$ cat config.mk
export PLATFORM = sky130hd
export DESIGN_NAME = double_ended_queue
export DESIGN_NICKNAME = d
export VERILOG_FILES = /design/src/rtl/deq_pkg.sv /design/src/rtl/deq_ctrl.sv /design/src/rtl/deq_datapath.sv /design/src/rtl/double_ended_queue.sv
export SDC_FILE = /design/constraint.sdc
export NUM_CORES = 1
export LEC_CHECK = 0
export BUFFER_PORTS_ARGS = -buffer_cell sky130_fd_sc_hd__buf_2
export CAP_MARGIN = 40
export CORE_ASPECT_RATIO = 0.9
export CORE_UTILIZATION = 50
export DETAILED_ROUTE_END_ITERATION = 16
export PLACE_DENSITY = 0.66
export SLEW_MARGIN = 25
export SYNTH_ARGS = -nofsm -noshare
export SYNTH_HDL_FRONTEND = slang
export SYNTH_SLANG_ARGS = --single-unit
$ cat constraint.sdc
create_clock -name clock -period 4.4 [get_ports clock]
set_input_delay 1.32 -clock clock [delete_from_list [all_inputs] [get_ports clock]]
set_output_delay 1.32 -clock clock [all_outputs]
set_load 0.02 [all_outputs]
$ cat src/rtl/deq_pkg.sv
// Shared types, constants and ring arithmetic for the double-ended queue.
// Used by deq_ctrl, deq_datapath and double_ended_queue; depends on nothing.
`default_nettype none

package deq_pkg;

   localparam int CAPACITY    = 16;
   localparam int IDX_W       = $clog2(CAPACITY);
   localparam int CNT_W       = $clog2(CAPACITY + 1);
   localparam int SUM_W       = CNT_W + 1;
   localparam int FUNC_W      = 3;
   localparam int WORD_W      = 32;
   localparam int STATUS_W    = 2;
   localparam int COUNT_OUT_W = 5;

   typedef enum logic [FUNC_W-1:0] {
      FN_PUSH_FRONT = 3'd0,
      FN_PUSH_BACK  = 3'd1,
      FN_POP_FRONT  = 3'd2,
      FN_POP_BACK   = 3'd3,
      FN_PEEK_FRONT = 3'd4,
      FN_PEEK_BACK  = 3'd5
   } func_type;

   typedef enum logic [STATUS_W-1:0] {
      ST_OK    = 2'd0,
      ST_EMPTY = 2'd1,
      ST_FULL  = 2'd2
   } status_type;

   typedef enum logic [1:0] {
      CTL_IDLE,
      CTL_EXEC,
      CTL_LOAD
   } ctl_state_type;

   typedef struct packed {
      logic capture;
      logic execute;
      logic load;
   } ctl_cmd_type;

   // Ring position of the word at offset off from the front; off is at most CAPACITY.
   function automatic logic [IDX_W-1:0] ring_add(input logic [IDX_W-1:0] front,
                                                 input logic [CNT_W-1:0] off);
      logic [SUM_W-1:0] sum;
      sum = SUM_W'(front) + SUM_W'(off);
      if (sum >= SUM_W'(CAPACITY)) begin
         sum = sum - SUM_W'(CAPACITY);
      end
      return sum[IDX_W-1:0];
   endfunction

endpackage

`default_nettype wire

$ cat src/rtl/deq_ctrl.sv
// Controller of the double-ended queue: sequences capture, execute and load
// of one item and owns the result valid flag. Depends on deq_pkg.
`default_nettype none

module deq_ctrl (
   input  wire logic                 clock,
   input  wire logic                 reset,
   input  wire logic                 req_valid,
   output logic                      req_ready,
   output logic                      rsp_valid,
   input  wire logic                 rsp_ready,
   output deq_pkg::ctl_cmd_type      cmd
);
   import deq_pkg::*;

   ctl_state_type state_ff, state_in;
   logic          rsp_valid_ff, rsp_valid_in;
   logic          out_free;

   // The output register may be refilled when it is empty or being taken.
   assign out_free = !rsp_valid_ff || rsp_ready;

   always_comb begin
      state_in = state_ff;
      case (state_ff)
         CTL_IDLE: begin
            if (req_valid) begin
               state_in = CTL_EXEC;
            end
         end
         CTL_EXEC: begin
            state_in = CTL_LOAD;
         end
         CTL_LOAD: begin
            if (out_free) begin
               state_in = CTL_IDLE;
            end
         end
         default: begin
            state_in = CTL_IDLE;
         end
      endcase
   end

   always_comb begin
      req_ready   = 1'b0;
      cmd.capture = 1'b0;
      cmd.execute = 1'b0;
      cmd.load    = 1'b0;
      case (state_ff)
         CTL_IDLE: begin
            req_ready   = 1'b1;
            cmd.capture = req_valid;
         end
         CTL_EXEC: begin
            cmd.execute = 1'b1;
         end
         CTL_LOAD: begin
            cmd.load = out_free;
         end
         default: begin
            req_ready = 1'b0;
         end
      endcase
   end

   always_comb begin
      rsp_valid_in = rsp_valid_ff;
      if (cmd.load) begin
         rsp_valid_in = 1'b1;
      end else if (rsp_ready) begin
         rsp_valid_in = 1'b0;
      end
   end

   always_ff @(posedge clock) begin
      if (reset) begin
         state_ff     <= CTL_IDLE;
         rsp_valid_ff <= 1'b0;
      end else begin
         state_ff     <= state_in;
         rsp_valid_ff <= rsp_valid_in;
      end
   end

   assign rsp_valid = rsp_valid_ff;

endmodule

`default_nettype wire

$ cat src/rtl/deq_datapath.sv
// Datapath of the double-ended queue: slot memory, front pointer, word count,
// status logic and the result register. Depends on deq_pkg.
`default_nettype none

module deq_datapath (
   input  wire logic                              clock,
   input  wire logic                              reset,
   input  wire deq_pkg::ctl_cmd_type              cmd,
   input  wire logic [deq_pkg::FUNC_W-1:0]        req_func,
   input  wire logic signed [deq_pkg::WORD_W-1:0] req_push_value,
   output logic signed [deq_pkg::WORD_W-1:0]      rsp_read_value,
   output logic [deq_pkg::STATUS_W-1:0]           rsp_status,
   output logic [deq_pkg::COUNT_OUT_W-1:0]        rsp_entry_count,
   output logic                                   rsp_is_empty
);
   import deq_pkg::*;

   logic [WORD_W-1:0]      slots [CAPACITY];

   logic [FUNC_W-1:0]      func_ff;
   logic [WORD_W-1:0]      value_ff;
   logic [IDX_W-1:0]       front_ff, front_in;
   logic [CNT_W-1:0]       count_ff, count_in;
   logic [WORD_W-1:0]      rd_data_ff;
   logic                   rd_ok_ff, rd_ok_in;
   status_type             status_ff, status_in;

   logic [WORD_W-1:0]      rsp_value_ff;
   logic [STATUS_W-1:0]    rsp_status_ff;
   logic [COUNT_OUT_W-1:0] rsp_count_ff;
   logic                   rsp_empty_ff;

   logic                   wr_en;
   logic [IDX_W-1:0]       wr_addr;
   logic [IDX_W-1:0]       rd_addr;
   logic [IDX_W-1:0]       front_prev, front_next, back_pos, tail_pos;
   logic                   is_full, is_empty;

   assign is_full    = (count_ff == CNT_W'(CAPACITY));
   assign is_empty   = (count_ff == '0);
   assign front_prev = (front_ff == '0) ? IDX_W'(CAPACITY - 1) : front_ff - 1'b1;
   assign front_next = (front_ff == IDX_W'(CAPACITY - 1)) ? '0 : front_ff + 1'b1;
   assign back_pos   = ring_add(front_ff, count_ff - 1'b1);
   assign tail_pos   = ring_add(front_ff, count_ff);

   always_comb begin
      front_in  = front_ff;
      count_in  = count_ff;
      wr_en     = 1'b0;
      wr_addr   = tail_pos;
      rd_addr   = front_ff;
      rd_ok_in  = 1'b0;
      status_in = ST_OK;
      case (func_ff)
         FN_PUSH_FRONT, FN_PUSH_BACK: begin
            if (is_full) begin
               status_in = ST_FULL;
            end else begin
               wr_en    = 1'b1;
               count_in = count_ff + 1'b1;
               if (func_ff == FN_PUSH_FRONT) begin
                  wr_addr  = front_prev;
                  front_in = front_prev;
               end
            end
         end
         FN_POP_FRONT, FN_POP_BACK, FN_PEEK_FRONT, FN_PEEK_BACK: begin
            if (is_empty) begin
               status_in = ST_EMPTY;
            end else begin
               rd_ok_in = 1'b1;
               if (func_ff == FN_POP_BACK || func_ff == FN_PEEK_BACK) begin
                  rd_addr = back_pos;
               end
               if (func_ff == FN_POP_FRONT) begin
                  front_in = front_next;
                  count_in = count_ff - 1'b1;
               end else if (func_ff == FN_POP_BACK) begin
                  count_in = count_ff - 1'b1;
               end
            end
         end
         default: begin
            status_in = ST_OK;
         end
      endcase
   end

   // Slot memory: one write or one registered read per executed item.
   always_ff @(posedge clock) begin
      if (cmd.execute && wr_en) begin
         slots[wr_addr] <= value_ff;
      end
      if (cmd.execute && rd_ok_in) begin
         rd_data_ff <= slots[rd_addr];
      end
   end

   always_ff @(posedge clock) begin
      if (reset) begin
         front_ff <= '0;
         count_ff <= '0;
      end else if (cmd.execute) begin
         front_ff <= front_in;
         count_ff <= count_in;
      end
   end

   always_ff @(posedge clock) begin
      if (cmd.capture) begin
         func_ff  <= req_func;
         value_ff <= req_push_value;
      end
      if (cmd.execute) begin
         status_ff <= status_in;
         rd_ok_ff  <= rd_ok_in;
      end
      if (cmd.load) begin
         rsp_value_ff  <= rd_ok_ff ? rd_data_ff : '0;
         rsp_status_ff <= status_ff;
         rsp_count_ff  <= COUNT_OUT_W'(count_ff);
         rsp_empty_ff  <= is_empty;
      end
   end

   assign rsp_read_value  = rsp_value_ff;
   assign rsp_status      = rsp_status_ff;
   assign rsp_entry_count = rsp_count_ff;
   assign rsp_is_empty    = rsp_empty_ff;

endmodule

`default_nettype wire

$ cat src/rtl/double_ended_queue.sv
// Double-ended queue of signed 32-bit words held in a ring buffer.
//
// The req_ channel carries one item: req_func (push front, push back, pop
// front, pop back, peek front, peek back) and req_push_value, used by pushes.
// Every accepted item returns exactly one item on the rsp_ channel: the word
// popped or peeked (zero otherwise), a status (ok, empty, full), the number
// of stored words afterward and an empty flag. Unused function codes do
// nothing and report ok.
// An item passes through capture, one slot memory access with the pointer
// and count update, and a load of the result register, which makes the
// result valid. A new item is taken only once the previous one has been
// loaded, as set by the controller's capture, execute and load sequence.
// A push on a full queue is dropped with the full status; a pop or peek on
// an empty queue reports the empty status and changes nothing.
// Reset clears the front pointer, the count and the result valid flag; no
// memory clearing is needed. When the receiver stalls, the result is held
// in the output register; one further item is still accepted and executed,
// then the block waits until the held result is taken.
// Depends on deq_pkg, deq_ctrl and deq_datapath.
`default_nettype none

module double_ended_queue (
   input  wire logic                              clock,
   input  wire logic                              reset,
   input  wire logic                              req_valid,
   output logic                                   req_ready,
   input  wire logic [deq_pkg::FUNC_W-1:0]        req_func,
   input  wire logic signed [deq_pkg::WORD_W-1:0] req_push_value,
   output logic                                   rsp_valid,
   input  wire logic                              rsp_ready,
   output logic signed [deq_pkg::WORD_W-1:0]      rsp_read_value,
   output logic [deq_pkg::STATUS_W-1:0]           rsp_status,
   output logic [deq_pkg::COUNT_OUT_W-1:0]        rsp_entry_count,
   output logic                                   rsp_is_empty
);
   import deq_pkg::*;

   ctl_cmd_type cmd;

   deq_ctrl u_ctrl (
      .clock     (clock),
      .reset     (reset),
      .req_valid (req_valid),
      .req_ready (req_ready),
      .rsp_valid (rsp_valid),
      .rsp_ready (rsp_ready),
      .cmd       (cmd)
   );

   deq_datapath u_datapath (
      .clock           (clock),
      .reset           (reset),
      .cmd             (cmd),
      .req_func        (req_func),
      .req_push_value  (req_push_value),
      .rsp_read_value  (rsp_read_value),
      .rsp_status      (rsp_status),
      .rsp_entry_count (rsp_entry_count),
      .rsp_is_empty    (rsp_is_empty)
   );

   // A held result is never overwritten by the next one.
   assert property (@(posedge clock) disable iff (reset)
      cmd.load |-> (!rsp_valid || rsp_ready))
      else $error("result register loaded while a result is still held");

   // Capture, execute and load never overlap.
   assert property (@(posedge clock) disable iff (reset)
      $onehot0({cmd.capture, cmd.execute, cmd.load}))
      else $error("controller issued overlapping commands");

   // An accepted item is executed in the following cycle.
   assert property (@(posedge clock) disable iff (reset)
      (req_valid && req_ready) |=> cmd.execute)
      else $error("accepted item was not executed");

endmodule

`default_nettype wire

* Word level (Yosys, flattened, before mapping)
Memories as Yosys holds them, arrays and structs flattened. A register that Yosys moved wholly into a read port is not among the register bits.
Cells that the tools add are included.
** Storage, ports and cells
- Word-level logic and storage cells :: 93
- Memories :: 1
- Register bits :: 90
- Input port bits :: 39
- Output and inout port bits :: 42
- RAM bits :: 512
** Memory list
- u_datapath.slots :: depth 16, bits a word 32, rd ports 1, clocked after memory_dff 1, wr ports 1, line deq_datapath.sv:18 : logic [WORD_W-1:0] slots [CAPACITY];
** Cells by class
- Equality and inequality tests :: 16
- Reduce and logical (&&, ||, !) cells :: 16
- Multiplexer cells :: 38
- $add $sub $neg :: 8
- $lt $le $gt $ge :: 2
** Operators by type and width (count)
- 4-bit 2-to-1 mux :: 14
- 5-bit 2-to-1 mux :: 4
- 1-bit 2-to-1 mux :: 13
- 4-bit by 5-bit adder with 6-bit output :: 2
- 6-bit by 5-bit greater-or-equal comparator with 1-bit output (second input constant) :: 2
- 4-bit by 1-bit subtractor with 4-bit output (second input constant) :: 3
- 5-bit one-hot mux with 2 select lines :: 1
- 4-bit one-hot mux with 2 select lines :: 1
- 3-bit by 2-bit == test with 1-bit output (second input constant) :: 2
- 3-bit == test (second input constant) :: 2
- 2-bit 2-to-1 mux :: 3
- 2-bit by 1-bit != test with 1-bit output (second input constant) :: 3
- 2-bit != test (second input constant) :: 3
- 2-bit one-hot mux with 3 select lines :: 1
- 6-bit AND reduction :: 1
- 5-bit by 1-bit adder with 5-bit output (second input constant) :: 1
- 5-bit == test (second input constant) :: 1
- 5-bit zero test :: 1
- 5-bit AND reduction :: 1
- 5-bit by 1-bit subtractor with 5-bit output (second input constant) :: 1
- 4-bit by 1-bit adder with 4-bit output (second input constant) :: 1
- 4-bit == test (second input constant) :: 1
- 4-bit zero test :: 1
- 2-bit one-hot mux with 2 select lines :: 1
- 13 further kinds :: 16

* Depth between registers and ports, before layout
- Word-level depth :: 7
- Mapped depth :: 13
- Mapped depth without buffers :: 10

* Modules after synthesis
A second synthesis with hierarchy kept.
** Second synthesis, totals
- Cells, all modules :: 1731
- Area, all modules :: 24856.3 um^2
** By module, submodules not included
- deq_datapath :: area an instance 24709.9 um^2, seq. area each 18858.1 um^2, cells an instance 1717, instances 1
- deq_ctrl :: area an instance 146.4 um^2, seq. area each 60.1 um^2, cells an instance 14, instances 1

* Worst setup path before layout
Ideal clock, no wire load.
- Kind :: register to register
- Start :: register u_datapath.count_ff[1]
- End :: memory u_datapath.slots[6][0] (enable)
- Buffers on the path :: 0
- Arrival time :: 3.434 ns
- Clock period less this slack :: 3.855 ns
- Library setup time :: 0.421 ns
- Slack :: 0.545 ns
- Cell stages (with the launch flop) :: 9
- Data required time :: 3.979 ns
- Path through :: dfxtp_1 inv_1 ha_1 nor3b_1 a2111oi_2 o211ai_1 o21ai_0 nand2_1 nor2_1
** Between the ends
- Longest elaborated chain between the ends :: 6
- Elaborated cells between the ends (all ways) :: 13
- Classes of those cells :: 2 x add/sub; 1 x order compare; 1 x eq/ne; 8 x mux; 1 x reduce/logical
** RTL lines
- from (decl) :: line deq_datapath.sv:23 : logic [CNT_W-1:0] count_ff, count_in;
- from (signal assigned) :: line deq_datapath.sv:105 : count_ff <= count_in;
- 4-bit by 5-bit adder with 6-bit output / 5-bit == test (equally long branches) :: line deq_pkg.sv:47, deq_datapath.sv:39
- 6-bit by 5-bit greater-or-equal comparator with 1-bit output (tied with other cells) :: line deq_pkg.sv:48 : if (sum >= SUM_W'(CAPACITY)) begin
- 4-bit 2-to-1 mux / 1-bit 2-to-1 mux (equally long branches) :: line deq_pkg.sv:48, deq_datapath.sv:54
- 4-bit 2-to-1 mux / 1-bit logical AND (equally long branches) :: line deq_datapath.sv:61, deq_datapath.sv:91
- 4-bit 2-to-1 mux / 1-bit 2-to-1 mux (equally long branches) :: line deq_datapath.sv:56, deq_datapath.sv:91
- 4-bit 2-to-1 mux / 1-bit 2-to-1 mux (equally long branches) :: line deq_datapath.sv:54, deq_datapath.sv:92
- to (decl) :: line deq_datapath.sv:18
Several ways; a longest one is shown, not always the timed one.

* Worst setup path after layout
- Start :: register u_datapath.count_ff[1]
- End :: register u_datapath.rd_data_ff[30], read port of u_datapath.slots, data pin
** Between the ends
- Longest elaborated chain between the ends :: 7
- Elaborated cells between the ends (all ways) :: 12
- Classes of those cells :: 3 x add/sub; 1 x order compare; 6 x mux; 2 x reduce/logical
** RTL lines
- 5-bit by 1-bit subtractor with 5-bit output :: line deq_datapath.sv:43 : assign back_pos = ring_add(front_ff, count_ff - 1'b1);
- 4-bit by 5-bit adder with 6-bit output :: line deq_pkg.sv:47 : sum = SUM_W'(front) + SUM_W'(off);
- 6-bit by 5-bit greater-or-equal comparator with 1-bit output / 4-bit by 1-bit subtractor with 4-bit output (equally long branches) :: line deq_pkg.sv:48, deq_pkg.sv:49
- 4-bit 2-to-1 mux :: line deq_pkg.sv:48
- 4-bit 2-to-1 mux :: line deq_datapath.sv:72 : if (func_ff == FN_POP_BACK || func_ff == FN_PEEK_BACK) begin
- 4-bit 2-to-1 mux :: line deq_datapath.sv:68 : if (is_empty) begin
- 4-bit 2-to-1 mux :: line deq_datapath.sv:54 : case (func_ff)
- to (decl) :: line deq_datapath.sv:24 : logic [WORD_W-1:0] rd_data_ff;
Several ways; a longest one is shown, not always the timed one.
A chain may end at the register's enable or synchronous reset.

==> run_results.csv <==
group,metric,value,unit
sta,fmax,282.1,MHz
detailed_routing,wirelength,71.46,mm
cts,cts.reportedPaths.clkPinSlew,0.06,ns
global_routing,grt_pass1_wl,107.4,mm
pwr,power_density,445.2,nW/um^2
final_layout,final-seq-area,18920,sq um
pwr,ir_drop,292.7,uV
final_layout,fin_area,29600,sq um
synth,synth_cell_types,56,
detailed_routing,via_count,17542,
final_layout,antenna_cells,0,
final_layout,final_cell_mix,"edfxtp_1 (622), o21ai_0 (254), nand3_1 (251)",
final_layout,layout-drive-gt1-share,14.21,%
place,numPortBuffers,80,
floorplanning,pin_count,81,
worst_setup_path,critPathKind,"reg -> reg",
cts,insertion_delay,0.61,ns
sta,tns,0,ns
worst_setup_path,worstPathMaxFanout,51,
run_status,outcome,"complete, no violations",
synth,synthTopCellsByArea,"edfxtp_1 (71%), o21ai_0 (4.9%), nand3_1 (4.8%)",
sta,rsz0062_at_grt,"false",
synth,synth.top_cell.area_share,71.30,%
final_layout,multi_input_area,6502,sq um
cts,clockRootBuffer,"clkbuf_16",
synth,async_flop_share,0,%
synth,syn_avg_cell_area,14.35,sq um
sta,tightest_slew,0.7815,ns
global_routing,grt_max_degree,127,
final_layout,fin_util,57.25,%
synth,ys_seq_area_share,72.22,%
place,place_hpwl,38.73,mm
synth,syn_area,26200,sq um
global_routing,overflow,0,
worst_setup_path,r2r_cells,9,
worst_setup_path,startpoint_type,"flop",
cts,cts_resized,0,
detailed_routing,drt-initial-drc-count,2703,
sta,skew,0.02385,ns
worst_setup_path,critical_path_required,4.75,ns
synth,synth_edf_count,622,
detailed_routing,postRouteAntennaNets,0,
floorplanning,die_height,219.1,microns
detailed_routing,routed_via_density,6.815,
sta,min_period,3.545,ns
final_layout,final_common_cell,"edfxtp_1",
global_routing,first_global_vias,16626,
cts,cts_post_setup_buffers_inserted,0,
cts,holdBufCountCts,0,
synth,syn_inst,1826,
final_layout,fin_nets,1889,
floorplanning,std_cell_rows,79,
synth,synth_nets,1878,
global_routing,antenna_found_initial,2,
sta,min_period_over_period,80.56,%
cts,cts_tree,"built",
run,cap_viol_max_count,0,
final_layout,fillers,3963,
sta,maxSlewViolCount,0,
min_path,hp-class,"reg -> reg",
floorplanning,die_w,243.3,microns
place,place.gp.congestion,0.8553,
cts,clock_path_buffers,3,
sta,hold_viol_final,0,
synth,yosys_warnings,0,
synth,ys_ff_latch,634,
detailed_routing,drc_errors,0,
worst_setup_path,cp-end-kind,"flop",
floorplanning,initial_core_util,50.67,%
detailed_routing,avgRoutedWirePerCell,27.76,microns
cts,cts-htree-levels,3,
place,place_area,27490,sq um
floorplanning,fp.dieArea,53310,sq um
floorplanning,coreArea,51700,sq um
final_layout,area_delta_synth_final,12.99,%
sta,maxSlewHeadroom,46.79,%
detailed_routing,drtPass1Iterations,8,
global_routing,track_usage,26.88,%
cts,cts_buffers,66,
synth,synth-main-ff-cell,"edfxtp_1",
pwr,p_leak,9.039,nW
worst_setup_path,worstPathArrival,3.89,ns
sta,final-setup-viol-count,0,
synth,synth_top_area_cell,"edfxtp_1",
min_path,hold_depth,0,
cts,cts_sinks,634,
cells by family (layout without fill, tap and decap cells):
kind of cell	Yosys count	count (layout)	share of synthesized area, %
AOI/OAI and AO/OA	552	552	14.67
xor gates and xnor gates	18	18	0.6878
DFF	634	634	72.22
buffers and inverters	216	276	3.716
adders and majority gates	13	13	0.6783
muxes	11	11	0.4394
and+or+nand+nor	382	382	7.590
stage by stage:
step | instances | power (mW) | setup slack (ns) | hold slack (ns)
CTS | 2574 | 13.23 | 0.8890 | 0.4331
floorplan | 1826 | 7.461 | 0.5452 | 0.4003
finish | 2574 | 13.18 | 0.8553 | 0.4306
global route | 2574 | 13.52 | 0.6452 | 0.4521
detailed placement | 2457 | 7.789 | 0.9237 | 0.4194
global placement | 2457 | 7.769 | 1.006 | 0.4076
synthesized netlist by cell type (12+ instances only):
cell type	number
a311oi_1	124
edfxtp_1	622
nand3_1	251
inv_1	20
o21ai_0	254
and2_1	34
nand4_1	33
dfxtp_1	12
buf_2	15
clkbuf_1	149
nand2_1	12
nor2_1	31
a32oi_1	124
buf_6	16
registers in the layout, indices dropped and copies added, names as in the netlist, 2 cells and up:
signal,count
u_datapath.func_ff,3
u_datapath.rsp_status,2
u_datapath.count_ff,5
u_ctrl.state_ff,2
u_datapath.value_ff,32
u_datapath.front_ff,4
u_datapath.rsp_read_value,32
u_datapath.status_ff,2
u_datapath.rd_data_ff,32
u_datapath.slots,512
u_datapath.rsp_entry_count,5
power by group:
| group | leakage [nW] | switching [mW] | internal (mW) | total (mW) |
|---|---|---|---|---|
| clock | 1.03 | 2.30 | 3.19 | 5.50 |
| combinational | 2.29 | 0.568 | 0.274 | 0.842 |
| sequential | 5.72 | 0.121 | 6.72 | 6.84 |
| total | 9.04 | 2.99 | 10.2 | 13.2 |
critical path, cell delays in order, from the launching register on:
cell and delay (ns):
dfxtp_1 0.40, inv_1 0.17, ha_1 0.18, or4b_4 0.58, a31oi_4 0.61, buf_4 0.55
o32ai_1 0.15, o22ai_1 0.24, mux2i_1 0.11, mux2_2 0.28
path summary, 6_finish.rpt:
kind / slack (ns) / start / end
max: 0.86 / u_datapath.count_ff[1] / u_datapath.rd_data_ff[30]
min: 0.43 / u_datapath.status_ff[1] / u_datapath.rsp_status[1]
min reg2reg: 0.43 / u_datapath.status_ff[1] / u_datapath.rsp_status[1]
max reg2reg: 0.86 / u_datapath.count_ff[1] / u_datapath.rd_data_ff[30]
area by class of cell:
cell class	count	area share (%)
timing repair buffer	138	3.796
clock inverter	31	1.057
clock buffer	86	6.083
inverter	21	0.2705
tap	688	2.908
multi-input combinational	976	21.97
sequential	634	63.92
layer usage:
metal | wire, microns | share of wire (%) | vias up | track usage, %
met3 | 8486 | 12 | 123 | 6.738
li1 | - | - | 7452 | -
met2 | 31500 | 44 | 1215 | 39.21
met1 | 29570 | 41 | 8750 | 39.71
met4 | 1890 | 2.6 | 2 | 8.092
met5 | 12 | 0.017 | - | 0
Note: power is estimated with default switching activity, not from simulation.
